`src/rtl/core/aac_pkg.sv`:
```
// Shared widths, constants and the arctangent table for the aspect angle core.
// No dependencies; every other file in rtl/core imports this package.
package aac_pkg;

  // Input field widths
  localparam int POS_W = 24;
  localparam int VEC_W = 16;

  // Line of sight, projected vector and normalized operand widths
  localparam int D_W    = POS_W + 1;
  localparam int DU_W   = D_W + VEC_W + 2;
  localparam int DUP_W  = DU_W + VEC_W;
  localparam int PROJ_SHIFT = 28;
  localparam int A_W    = 62;
  localparam int B_W    = VEC_W + 1;
  localparam int NORM_BITS = 24;
  localparam int N_W    = NORM_BITS + 1;
  localparam int SH_W   = 6;
  localparam int PRD_W  = N_W + B_W;
  localparam int CRS_W  = PRD_W + 1;
  localparam int DOT_W  = PRD_W + 2;

  // CORDIC datapath widths
  localparam int CW     = 48;
  localparam int ZW     = 26;
  localparam int AT_W   = 22;
  localparam int ATAN_LEN = 24;
  localparam int Z_90   = 90 * 65536;
  localparam int RND_HALF = 256;
  localparam int RND_SHIFT = 9;

  // Result angle
  localparam int ANG_W     = 15;
  localparam int ANGLE_MAX = 23040;

  // Zero-vector flags of one angle operand pair
  typedef struct packed {
    logic a_zero;
    logic b_zero;
  } vec_flags_t;

  // atan(2^-i) in units of 2^-16 degree
  function automatic logic [AT_W-1:0] atan_entry(input int idx);
    logic [AT_W-1:0] v;
    v = '0;
    case (idx)
      0:  v = AT_W'(2949120);
      1:  v = AT_W'(1740967);
      2:  v = AT_W'(919879);
      3:  v = AT_W'(466945);
      4:  v = AT_W'(234379);
      5:  v = AT_W'(117304);
      6:  v = AT_W'(58666);
      7:  v = AT_W'(29335);
      8:  v = AT_W'(14668);
      9:  v = AT_W'(7334);
      10: v = AT_W'(3667);
      11: v = AT_W'(1833);
      12: v = AT_W'(917);
      13: v = AT_W'(458);
      14: v = AT_W'(229);
      15: v = AT_W'(115);
      16: v = AT_W'(57);
      17: v = AT_W'(29);
      18: v = AT_W'(14);
      19: v = AT_W'(7);
      20: v = AT_W'(4);
      21: v = AT_W'(2);
      22: v = AT_W'(1);
      default: v = '0;
    endcase
    return v;
  endfunction

endpackage

```
`src/rtl/core/aac_gain_cell.sv`:
```
// One stage of the dot product path: applies the CORDIC gain step or delays.
// Depends on aac_pkg.
module aac_gain_cell #(
  parameter int IDX  = 0,
  parameter bit GAIN = 1'b1
) (
  input  logic                        clk_i,
  input  logic                        en_i,
  input  logic signed [aac_pkg::CW-1:0] g_i,
  output logic signed [aac_pkg::CW-1:0] g_o
);
  import aac_pkg::*;

  logic signed [CW-1:0] g_d, g_q;

  // Scale by (1 + 4^-IDX) with a floor shift
  always_comb begin
    g_d = GAIN ? (g_i + (g_i >>> (2 * IDX))) : g_i;
  end

  always_ff @(posedge clk_i) begin
    if (en_i) g_q <= g_d;
  end

  assign g_o = g_q;

endmodule

```
`config.mk`:
```
export PLATFORM = sky130hd
export DESIGN_NAME = aac_gain_cell
export DESIGN_NICKNAME = d
export VERILOG_FILES = /design/src/rtl/core/aac_pkg.sv /design/src/rtl/core/aac_gain_cell.sv
export SDC_FILE = /design/constraint.sdc
export NUM_CORES = 1
export LEC_CHECK = 0
export BUFFER_PORTS_ARGS = -buffer_cell sky130_fd_sc_hd__buf_4
export CAP_MARGIN = 25
export CORE_AREA = 2 2 61 63
export CTS_BUF_LIST = sky130_fd_sc_hd__clkbuf_8 sky130_fd_sc_hd__clkbuf_16
export CTS_CLUSTER_DIAMETER = 120
export DETAILED_ROUTE_END_ITERATION = 8
export DIE_AREA = 0 0 63 65
export GPL_ROUTABILITY_DRIVEN = 0
export PLACE_DENSITY_LB_ADDON = 0.25
export SETUP_SLACK_MARGIN = 0.5
export SLEW_MARGIN = 20
export SYNTH_ARGS = -nofsm -noshare
export SYNTH_HDL_FRONTEND = slang
export SYNTH_SLANG_ARGS = --single-unit
export TNS_END_PERCENT = 50
```
`constraint.sdc`:
```
create_clock -name clk_i -period 0.8 [get_ports clk_i]
set_input_delay 0.08 -clock clk_i [delete_from_list [all_inputs] [get_ports clk_i]]
set_output_delay 0.08 -clock clk_i [all_outputs]
set_load 0.1 [all_outputs]
```
**After elaboration in Yosys (flattened, before gate mapping)**

Index checks and enable logic that the tools add are counted.

- Register bits: 48
- Latch bits: 0
- Memory bits (writable): 0
- Memory bits (read-only): 0
- Memories: 0

- Add/subtract/negate cells: 1
- Multiply operators: 0
- Divide/modulo/power cells: 0
- Magnitude comparators: 0
- Equality and inequality tests: 0
- Shift-type cells: 0
- Mux-type cells: 0
- Bitwise gates (word level): 0
- Reductions and logical operators: 0

Operator list:

| kind | count |
|---|---|
| $add 48x48->48 | 1 |

**Longest topological paths before layout**

- Depth in word-level cells: 1
- Depth in mapped cells: 1

**Worst setup path before layout**

No wires, ideal clock.

- Kind: register to output
- Start: register g_q[10], in the netlist g_o[10]
- End: output port g_o[10] in the netlist's numbering
- Data arrival time: 0.904 ns
- Data required time: 0.720 ns
- Slack: -0.184 ns
- Cell stages (with the launch flop): 1
- Path buffers: 0
- Path through: edfxtp_1

RTL lines:

| what | RTL line | text |
|---|---|---|
| start, declared | aac_gain_cell.sv:14 | `logic signed [CW-1:0] g_d, g_q;` |
| start signal, assigned | aac_gain_cell.sv:22 | `if (en_i) g_q <= g_d;` |
| end, declared | aac_gain_cell.sv:10 | `output logic signed [aac_pkg::CW-1:0] g_o` |

No word-level cell between the ends.

**Worst setup path after layout**

- Start: register g_q[23], in the netlist g_o[23]
- End: output port g_o[23] in the netlist's numbering

No word-level cell between the ends.

==> results.txt <==
Period utilization - 123.0%
Final setup violation count - 47
Largest net degree at the start of global routing - 19
Synthesis-to-finish area growth - 76.96%
Fin. Hold Viols - 47
Status - finished with violations
Ys Warns - 0
CP max stage cell - edfxtp_1
Width of the die - 63 microns
CTS H-tree depth - 2
Final Core Density - 72.01%
Post-synthesis sequential area ratio - 99.21%
Final hold slack - -0.03607 ns
CP required - 0.72 ns
Clk sinks - 47
Max rail drop VDD - 1490 uV
Seq pwr share - 47.5%
Initial Utilization - 40.69%
Mapped cell area - 0.001423 sq mm
Leakage - 0.001055 uW
Comb pwr share - 32.8%
Register bit total from synthesis - 47
Worst Path Class, Setup - reg2out
CP Cell Sequence - buf_6
Worst Setup End Kind - output pin
I/O pins - 98
CP peak stage delay - 0.41 ns
Max Slew Vio Count - 0
CP Data Arrival Time - 0.90 ns
Clock Path Buffers - 2
Post-route cell area - 0.002517 sq mm
Worst setup margin - -0.1843 ns
Row count - 22
Min Tclk post-route - 0.9843 ns
Clock network fraction of design power - 19.8%
Net load switching power - 2304 uW
WL final - 2.610 mm
Die Footprint - 0.004095 sq mm
Vias per inst - 4.257
RSZ-0062 raised after global routing - true
Initial antenna violation count - 0
Cell Int Power - 4042 uW
Synth Instances - 49
WP buf/inv - 1
CTS tree - done
Nets - 203
Non-Filler Instances - 202
Synth Net Count - 99
Most frequent cells in the layout - 47 x edfxtp_1, 47 x buf_4, 47 x buf_6
Iteration-0 DRC Markers - 24
Port Buf Inserts - 95
Setup Fix Bufs, Post-CTS - 0
First-pass GRT wire length - 3.974 mm
P per Cell Area - 2521 mW/mm^2
Overall routing resource usage - 13.79%
Pre-antenna DRT Iters - 4
GRT overflow - 0
Placed insts - 194
Failing checks - negative hold slack, negative setup slack
Number of global-route vias before repair - 874
Post-Place Cell Area - 0.002248 sq mm
Peak Freq - 1016 MHz
Via count - 860
CTS root buf - clkbuf_8
Distinct cell type count after synthesis - 3
Clock transition at path regs - 0.08 ns
Share of cells above drive strength 1 - 66.88%
DR WL/cell - 12.92 microns
Crit path launch type - flip-flop
Crit Path Max Fanout - 1
Syn avg cell area - 29.03 sq um
Hold Crit Class - in2reg
Sw frac - 36.31%
Core area - 0.003496 sq mm
DRC - 0
Antenna-violating nets left - 0
Worst path top cell family by delay - flip-flops
Max FFs per register - 47
DIE HEIGHT - 65 microns
Maxcap violations - 0
N_diodes - 0
Final setup TNS - -7.015 ns
CTS buffer count - 5
-- synth_stat cells --
master    number  share of area, %
buf_4          1              0.53
conb_1         1              0.26
edfxtp_1      47                99
-- path summary, 6_finish.rpt --
| path | start | to | slack (ns) | cells after the start |
|---|---|---|---|---|
| min | g_i[5] | g_o[6] | -0.04 | 1 |
| max | g_o[23] | g_o[23] | -0.18 | 1 |
-- layout make-up --
class	instances	area, sq um
multi-input cells	1	3.754
repair buffers	98	962.2
flip-flops and latches	47	1411
clock inverters	3	11.26
well taps	48	60.06
clock buffers	5	68.82
fillers	226	978.4
-- layer usage --
metal	share of wire (%)	track usage [%]	vias up
met3	15	9.549	2
met1	33	13.40	392
met4	0.50	6.667	0
met5	0	0	-
met2	52	22.21	66
li1	-	-	400
-- per-stage QoR --
stage,power [uW],setup WS [ns],hold WS [ns]
final,6346,-0.1843,-0.03607
after global routing,6566,-0.2165,-0.05982
after CTS,6410,-0.1799,-0.05154
after detailed placement,4989,0.1127,0.2596
after global placement,4971,0.1209,0.2586
after floorplan,4452,-0.1840,0.1789
-- power groups by stage --
stage          clock (uW)  sequential, uW  combinational, uW
2_1_floorplan           0            4430               24.1
3_3_place_gp            0            3020               1950
3_5_place_dp            0            3030               1960
4_1_cts              1310            3010               2090
5_1_grt              1410            3030               2120
6_report             1260            3010               2080
-- what timing repair did --
| action | CTS | global route |
|---|---|---|
| cloned | 0 | 0 |
| hold endpoints to repair | 47 | 47 |
| resized for setup | 50 | 0 |
| pin swaps | 0 | 0 |
| setup endpoints to repair | 94 | 83 |
-- kinds of logic after synthesis --
family       share of synthesized area [%]
flops                                99.21
other cells                         0.2636
buf+inv                             0.5279
Power figures use the tool's default switching activity.
