`src/rtl/core/aac_pkg.sv`:
```
// Shared widths, constants and the arctangent table for the aspect angle core.
// No dependencies; every other file in rtl/core imports this package.
package aac_pkg;

  // Input field widths
  localparam int POS_W = 24;
  localparam int VEC_W = 16;

  // Line of sight, projected vector and normalized operand widths
  localparam int D_W    = POS_W + 1;
  localparam int DU_W   = D_W + VEC_W + 2;
  localparam int DUP_W  = DU_W + VEC_W;
  localparam int PROJ_SHIFT = 28;
  localparam int A_W    = 62;
  localparam int B_W    = VEC_W + 1;
  localparam int NORM_BITS = 24;
  localparam int N_W    = NORM_BITS + 1;
  localparam int SH_W   = 6;
  localparam int PRD_W  = N_W + B_W;
  localparam int CRS_W  = PRD_W + 1;
  localparam int DOT_W  = PRD_W + 2;

  // CORDIC datapath widths
  localparam int CW     = 48;
  localparam int ZW     = 26;
  localparam int AT_W   = 22;
  localparam int ATAN_LEN = 24;
  localparam int Z_90   = 90 * 65536;
  localparam int RND_HALF = 256;
  localparam int RND_SHIFT = 9;

  // Result angle
  localparam int ANG_W     = 15;
  localparam int ANGLE_MAX = 23040;

  // Zero-vector flags of one angle operand pair
  typedef struct packed {
    logic a_zero;
    logic b_zero;
  } vec_flags_t;

  // atan(2^-i) in units of 2^-16 degree
  function automatic logic [AT_W-1:0] atan_entry(input int idx);
    logic [AT_W-1:0] v;
    v = '0;
    case (idx)
      0:  v = AT_W'(2949120);
      1:  v = AT_W'(1740967);
      2:  v = AT_W'(919879);
      3:  v = AT_W'(466945);
      4:  v = AT_W'(234379);
      5:  v = AT_W'(117304);
      6:  v = AT_W'(58666);
      7:  v = AT_W'(29335);
      8:  v = AT_W'(14668);
      9:  v = AT_W'(7334);
      10: v = AT_W'(3667);
      11: v = AT_W'(1833);
      12: v = AT_W'(917);
      13: v = AT_W'(458);
      14: v = AT_W'(229);
      15: v = AT_W'(115);
      16: v = AT_W'(57);
      17: v = AT_W'(29);
      18: v = AT_W'(14);
      19: v = AT_W'(7);
      20: v = AT_W'(4);
      21: v = AT_W'(2);
      22: v = AT_W'(1);
      default: v = '0;
    endcase
    return v;
  endfunction

endpackage

```
`src/rtl/core/aac_ang_cell.sv`:
```
// One CORDIC angle stage; stage zero first turns a left half-plane vector by 90 degrees.
// Depends on aac_pkg (arctangent table).
module aac_ang_cell #(
  parameter int IDX = 0
) (
  input  logic                        clk_i,
  input  logic                        en_i,
  input  logic signed [aac_pkg::CW-1:0] x_i,
  input  logic signed [aac_pkg::CW-1:0] y_i,
  input  logic signed [aac_pkg::ZW-1:0] z_i,
  output logic signed [aac_pkg::CW-1:0] x_o,
  output logic signed [aac_pkg::CW-1:0] y_o,
  output logic signed [aac_pkg::ZW-1:0] z_o
);
  import aac_pkg::*;

  localparam logic [AT_W-1:0] AtanStep = atan_entry(IDX);

  logic signed [CW-1:0] xs, ys, tx, ty, x_d, y_d, x_q, y_q;
  logic signed [ZW-1:0] zs, at, z_d, z_q;

  always_comb begin
    // Bring the vector into the right half plane
    if (IDX == 0 && x_i[CW-1]) begin
      xs = y_i;
      ys = -x_i;
      zs = ZW'(Z_90);
    end else begin
      xs = x_i;
      ys = y_i;
      zs = z_i;
    end
    at = $signed({{(ZW-AT_W){1'b0}}, AtanStep});
    tx = xs >>> IDX;
    ty = ys >>> IDX;
    if (!ys[CW-1]) begin
      x_d = xs + ty;
      y_d = ys - tx;
      z_d = zs + at;
    end else begin
      x_d = xs - ty;
      y_d = ys + tx;
      z_d = zs - at;
    end
  end

  always_ff @(posedge clk_i) begin
    if (en_i) begin
      x_q <= x_d;
      y_q <= y_d;
      z_q <= z_d;
    end
  end

  assign x_o = x_q;
  assign y_o = y_q;
  assign z_o = z_q;

endmodule

```
`config.mk`:
```
export PLATFORM = sky130hd
export DESIGN_NAME = aac_ang_cell
export DESIGN_NICKNAME = d
export VERILOG_FILES = /design/src/rtl/core/aac_pkg.sv /design/src/rtl/core/aac_ang_cell.sv
export SDC_FILE = /design/constraint.sdc
export NUM_CORES = 1
export LEC_CHECK = 0
export BUFFER_PORTS_ARGS = -buffer_cell sky130_fd_sc_hd__buf_2
export CAP_MARGIN = 20
export CELL_PAD_IN_SITES_DETAIL_PLACEMENT = 1
export CELL_PAD_IN_SITES_GLOBAL_PLACEMENT = 1
export CORE_MARGIN = 4
export CORE_UTILIZATION = 48
export CTS_BUF_LIST = sky130_fd_sc_hd__clkbuf_8 sky130_fd_sc_hd__clkbuf_16
export CTS_CLUSTER_SIZE = 12
export DETAILED_ROUTE_END_ITERATION = 12
export PLACE_DENSITY = 0.95
export SETUP_SLACK_MARGIN = 0.05
export SLEW_MARGIN = 20
export SYNTH_ARGS = -nofsm -noshare
export SYNTH_HDL_FRONTEND = slang
export SYNTH_SLANG_ARGS = --single-unit
```
`constraint.sdc`:
```
create_clock -name clk_i -period 13.6 [get_ports clk_i]
set_input_delay 1.36 -clock clk_i [delete_from_list [all_inputs] [get_ports clk_i]]
set_output_delay 1.36 -clock clk_i [all_outputs]
set_load 0.005 [all_outputs]
```
[Word level (Yosys, flattened, before mapping)]
Index checks and enable logic that the tools add are counted.
Storage, ports and cells
  output and inout bits: 122
  flip-flop bits (word level): 122
  bits in writable memories: 0
  memory bits (read-only): 0
  logic and storage cells: 15
  latch bits: 0
  memories: 0
Operators by class
  bitwise gates (word level): 0
  order comparisons: 0
  shifts and indexed selects: 0
  multiplexer cells: 6
  multiply operators: 0
  divide/modulo/power cells: 0
  reduce and logical (&&, ||, !) cells: 0
  equality and inequality tests: 0
  $add $sub $neg: 6
Operator list (number)
  $mux 48: 4
  $sub 48x48->48: 2
  $mux 26: 2
  $add 48x48->48: 1
  $neg 48->48: 1
  $add 26x23->26 const B: 1
  $sub 26x23->26 const B: 1

[Logic depth before layout (Yosys ltp)]
  word-level depth: 4
  mapped depth: 23
  depth with buffers taken out: 22

[Least setup slack after synthesis]
No wires, ideal clock.
  path type: in2reg
  start: input x_i[20] in the netlist's numbering
  end: register x_q[46] (netlist: x_o[46]), data pin
  path slack: 7.813 ns
  arrival time: 5.522 ns
  cell stages on the path: 16
  data required time: 13.335 ns
  library setup time: 0.265 ns
  path through: or3_4 -> nor4_4 -> or3b_1 -> or3_4 -> nor2_1 -> nand3_1 -> xor2_1 -> mux2i_1 -> ha_1 -> clkbuf_1 -> inv_1 -> or4_1 -> o41a_2 -> nand2_1 -> o2111ai_2 -> xnor2_1
On the way
  cells in the longest elaborated chain, start to end: 4
  elaborated cells between the ends (all ways): 6
  those cells by class: add/sub: 3; mux: 3
RTL lines
  start: declaration: RTL line aac_ang_cell.sv:8  | input logic signed [aac_pkg::CW-1:0] x_i,
  $neg 48->48: RTL line aac_ang_cell.sv:26  | ys = -x_i;
  $mux 48: RTL line aac_ang_cell.sv:24  | if (IDX == 0 && x_i[CW-1]) begin
  $add 48x48->48 or $sub 48x48->48 (tied branches): RTL line aac_ang_cell.sv:37, aac_ang_cell.sv:41
  $mux 48 *: RTL line aac_ang_cell.sv:36  | if (!ys[CW-1]) begin
  via x_d[46]: RTL line aac_ang_cell.sv:19  | logic signed [CW-1:0] xs, ys, tx, ty, x_d, y_d, x_q, y_q;
  end signal: assignment: RTL line aac_ang_cell.sv:49  | x_q <= x_d;
  end: declaration: RTL line aac_ang_cell.sv:19
The timed path passes the listed nets; every way through them passes the cells marked *.
A chain may end at the register's enable or synchronous reset.

[Final worst setup path]
  start: input x_i[30] in the netlist's numbering
  end: register y_q[46] (netlist: y_o[46]), data pin
On the way
  cells in the longest elaborated chain, start to end: 4
  elaborated cells between the ends (all ways): 6
  those cells by class: add/sub: 3; mux: 3
RTL lines
  $neg 48->48: RTL line aac_ang_cell.sv:26
  $mux 48: RTL line aac_ang_cell.sv:24
  $sub 48x48->48 or $add 48x48->48 (tied branches): RTL line aac_ang_cell.sv:38, aac_ang_cell.sv:42
  $mux 48 *: RTL line aac_ang_cell.sv:36
  via y_d[46]: RTL line aac_ang_cell.sv:19
  end signal: assignment: RTL line aac_ang_cell.sv:50  | y_q <= y_d;
  end: declaration: RTL line aac_ang_cell.sv:19
Marked as above.

==> flow_summary_export.csv <==
group,metric,value,unit
clocking,post_cts_buffers,0,
pwr,vdd_ir_drop_max,0.1010,mV
sta,fin_crit_sh,51.97,%
global_route,grt_util_met1,43.36,%
drt,route.detailed.drc,0,
clocking,cts_tree,"yes",
synthesis,async_reset_ff_share,0,%
synthesis,seq_area_frac_synth,23.84,%
setup_path,cp_cell_sequence,"buf_2 -> or3_1 -> nor3_1 -> nand4b_1 -> or2_1 -> nor4_1 -> xnor2_1 -> mux2i_1 -> ha_1 -> inv_1 -> or4_1 -> nor3_1 -> or3_1 -> a21oi_1 -> a21oi_1 -> o211ai_1 -> xnor2_1",
final_layout,n_fill_cell,3794,
sta,worst_slack,6.532,ns
placement,place_ws,6.333,ns
setup_path,required,13.78,ns
clocking,clkTransAtPathRegs,0.06,ns
die,ios,246,
synthesis,yosysWarningCount,0,
sta,setup_tns,0,ns
sta,maxSlewHeadroom,23.81,%
synthesis,yosysTopAreaCell,"edfxtp_1",
sta,holdWs,1.208,ns
drt,viasPerCell,6.336,
final_layout,diodes,0,
synthesis,ys_ff_latch,121,
drt,drt_iter0_markers,1328,
final_layout,nets,2285,
drt,vias,15320,
drt,firstDrtPassIters,6,
synthesis,syn_area,15240,µm²
synthesis,synthesis.nets,2100,
clocking,cts_buffers,17,
run,cap_violations,0,
setup_path,slowest_stage,"nor3_1",
synthesis,yosysUniqueCellTypes,92,
sta,setup_violations,0,
drt,wl,60.61,mm
sta,slew_viol_final,0,
setup_path,critPathLaunchType,"input pin",
die,rows,64,
placement,gp_congestion,0.9633,
setup_path,critical_path.max_stage_delay,0.88,ns
global_route,busiest_layer,"met2",
pwr,total_power,1965,µW
pwr,leakage,0.007301,µW
die,fp.dieW,186.2,µm
placement,portBuffers,245,
clocking,cts-resized-gates,0,
sta,final_hold_viol_count,0,
global_route,grt_pass1_vias,15880,
run_status,outcome,"complete, no violations",
pwr,powerDensity,114.2,nW/µm²
setup_path,path_delay_family,"simple AND/OR/NAND/NOR gates",
sta,fin_crit,7.068,ns
die,start_util,49.17,%
global_route,gr-usage-met3,4.667,%
synthesis,synth.top_cell.area_share,23.84,%
sta,max_freq,0.1415,GHz
clocking,h-tree-depth,4,
setup_path,cp_num_buf_inv,2,
die,coreArea,30990,µm²
setup_path,arrival,7.25,ns
placement,hpwl,47.83,mm
die,dieArea,34660,µm²
clocking,cts.sinks,121,
die,die_height,186.2,µm
synthesis,synth-edff-count,121,
final_layout,drive_gt1_share,20.24,%
sta,rsz0062_at_grt,"false",
setup_path,end_kind,"flop",
global_route,grt_pass1_wl,91.48,mm
drt,ant_nets,0,
global_route,grt_max_degree,81,
global_route,grt_use_total,33.83,%
setup_path,critPathMaxFanout,16,
synthesis,synth_area_leaders,"edfxtp_1 24%, ha_1 12%, a21oi_1 7.3%",
global_route,use_met2,57.78,%
clocking,clock-root-buffer,"clkbuf_16",
synthesis,postSynthAreaPerCell,8.359,µm²
final_layout,areaGrowthSynthToFinish,12.94,%
sta,tightest_slew,1.134,ns
hold_path,holdCritPathClass,"in -> reg",
clocking,hold_buffers,0,
global_route,antenna_found_initial,0,
drt,routedWlPerCell,25.08,µm
synthesis,syn_inst,1823,
clocking,cts.path.max_buffers,2,
global_route,grt_overflow_total,0,
setup_path,critPathKind,"in -> reg",
synthesis,synthFlopType,"edfxtp_1",
[registers in the layout (all words and copies together) (netlist names)]
| signal | flops |
|---|---|
| y_o | 47 |
| x_o | 48 |
| z_o | 26 |
[worst paths after layout]
path | start | end | slack (ns) | depth (start not counted)
setup / recovery | x_i[30] | y_o[46] | 6.53 | 17
hold / removal | z_i[1] | z_o[1] | 1.21 | 2
[per-layer routing]
metal	vias to the layer above	wire length (µm)
met5	-	0
met4	0	2293
met3	146	3882
met2	702	29070
met1	7552	25360
li1	6915	-
[layout make-up]
type | count | area [µm²] | share of cell area (%)
clock buffer | 17 | 425.4 | 2.472
multi-input combinational | 1460 | 10640 | 61.83
timing repair buffer | 249 | 1265 | 7.350
sequential | 121 | 3633 | 21.11
clock inverter | 15 | 152.6 | 0.8869
tap | 396 | 495.5 | 2.879
inverter | 159 | 596.8 | 3.468
[layout by cell type (no fill, tap or decap), types with 25 or more instances in the layout]
master and n:
inv_1 149, mux2_2 71, a21o_1 32, mux2i_1 58
nor2b_1 37, edfxtp_1 121, xor2_1 39, nand3_1 25
nor3_1 44, o21bai_1 46, nor2_1 140, nand2_1 81
xnor2_1 121, ha_1 149, nand2b_1 29, a21oi_1 221
buf_2 243, o21ai_0 100
[stage by stage]
stage          std cells  util (%)  cell area (µm²)
2_1_floorplan       1823         -            15240
3_3_place_gp        2385     53.67            16630
3_5_place_dp        2385     53.67            16630
4_1_cts             2417     55.54            17210
5_1_grt             2417     55.54            17210
6_report            2417     55.54            17210
[where the power goes]
part           internal, µW  leakage, µW  switching (µW)  total [µW]
combinational           346      0.00585             597         943
sequential              518      0.00118            28.4         546
clock                   270     0.000271             206         476
total                  1130      0.00730             832        1970
[Yosys cell counts, drive strengths merged (15+ instances only)]
cell type,n
a21oi,221
inv,156
ha,149
nor2,140
edfxtp,121
xnor2,121
o21ai,113
nand2,82
mux2,71
mux2i,58
o21bai,46
nor3,45
clkbuf,44
buf,39
xor2,39
nor2b,37
a21o,32
nand2b,29
nand3,26
nor4,21
or3,20
or2,16
a211oi,15
nand4,15
[cell families after synthesis]
group / synth area share (%)
multiplexers: 9.057
AND/OR/NAND/NOR: 16.27
buffers and inverters: 6.355
XOR/XNOR: 9.196
AO/OA/AOI/OAI: 22.51
flip-flops: 23.84
adder cells (fa/ha/maj): 12.76
Note: power is estimated with default switching activity, not from simulation.
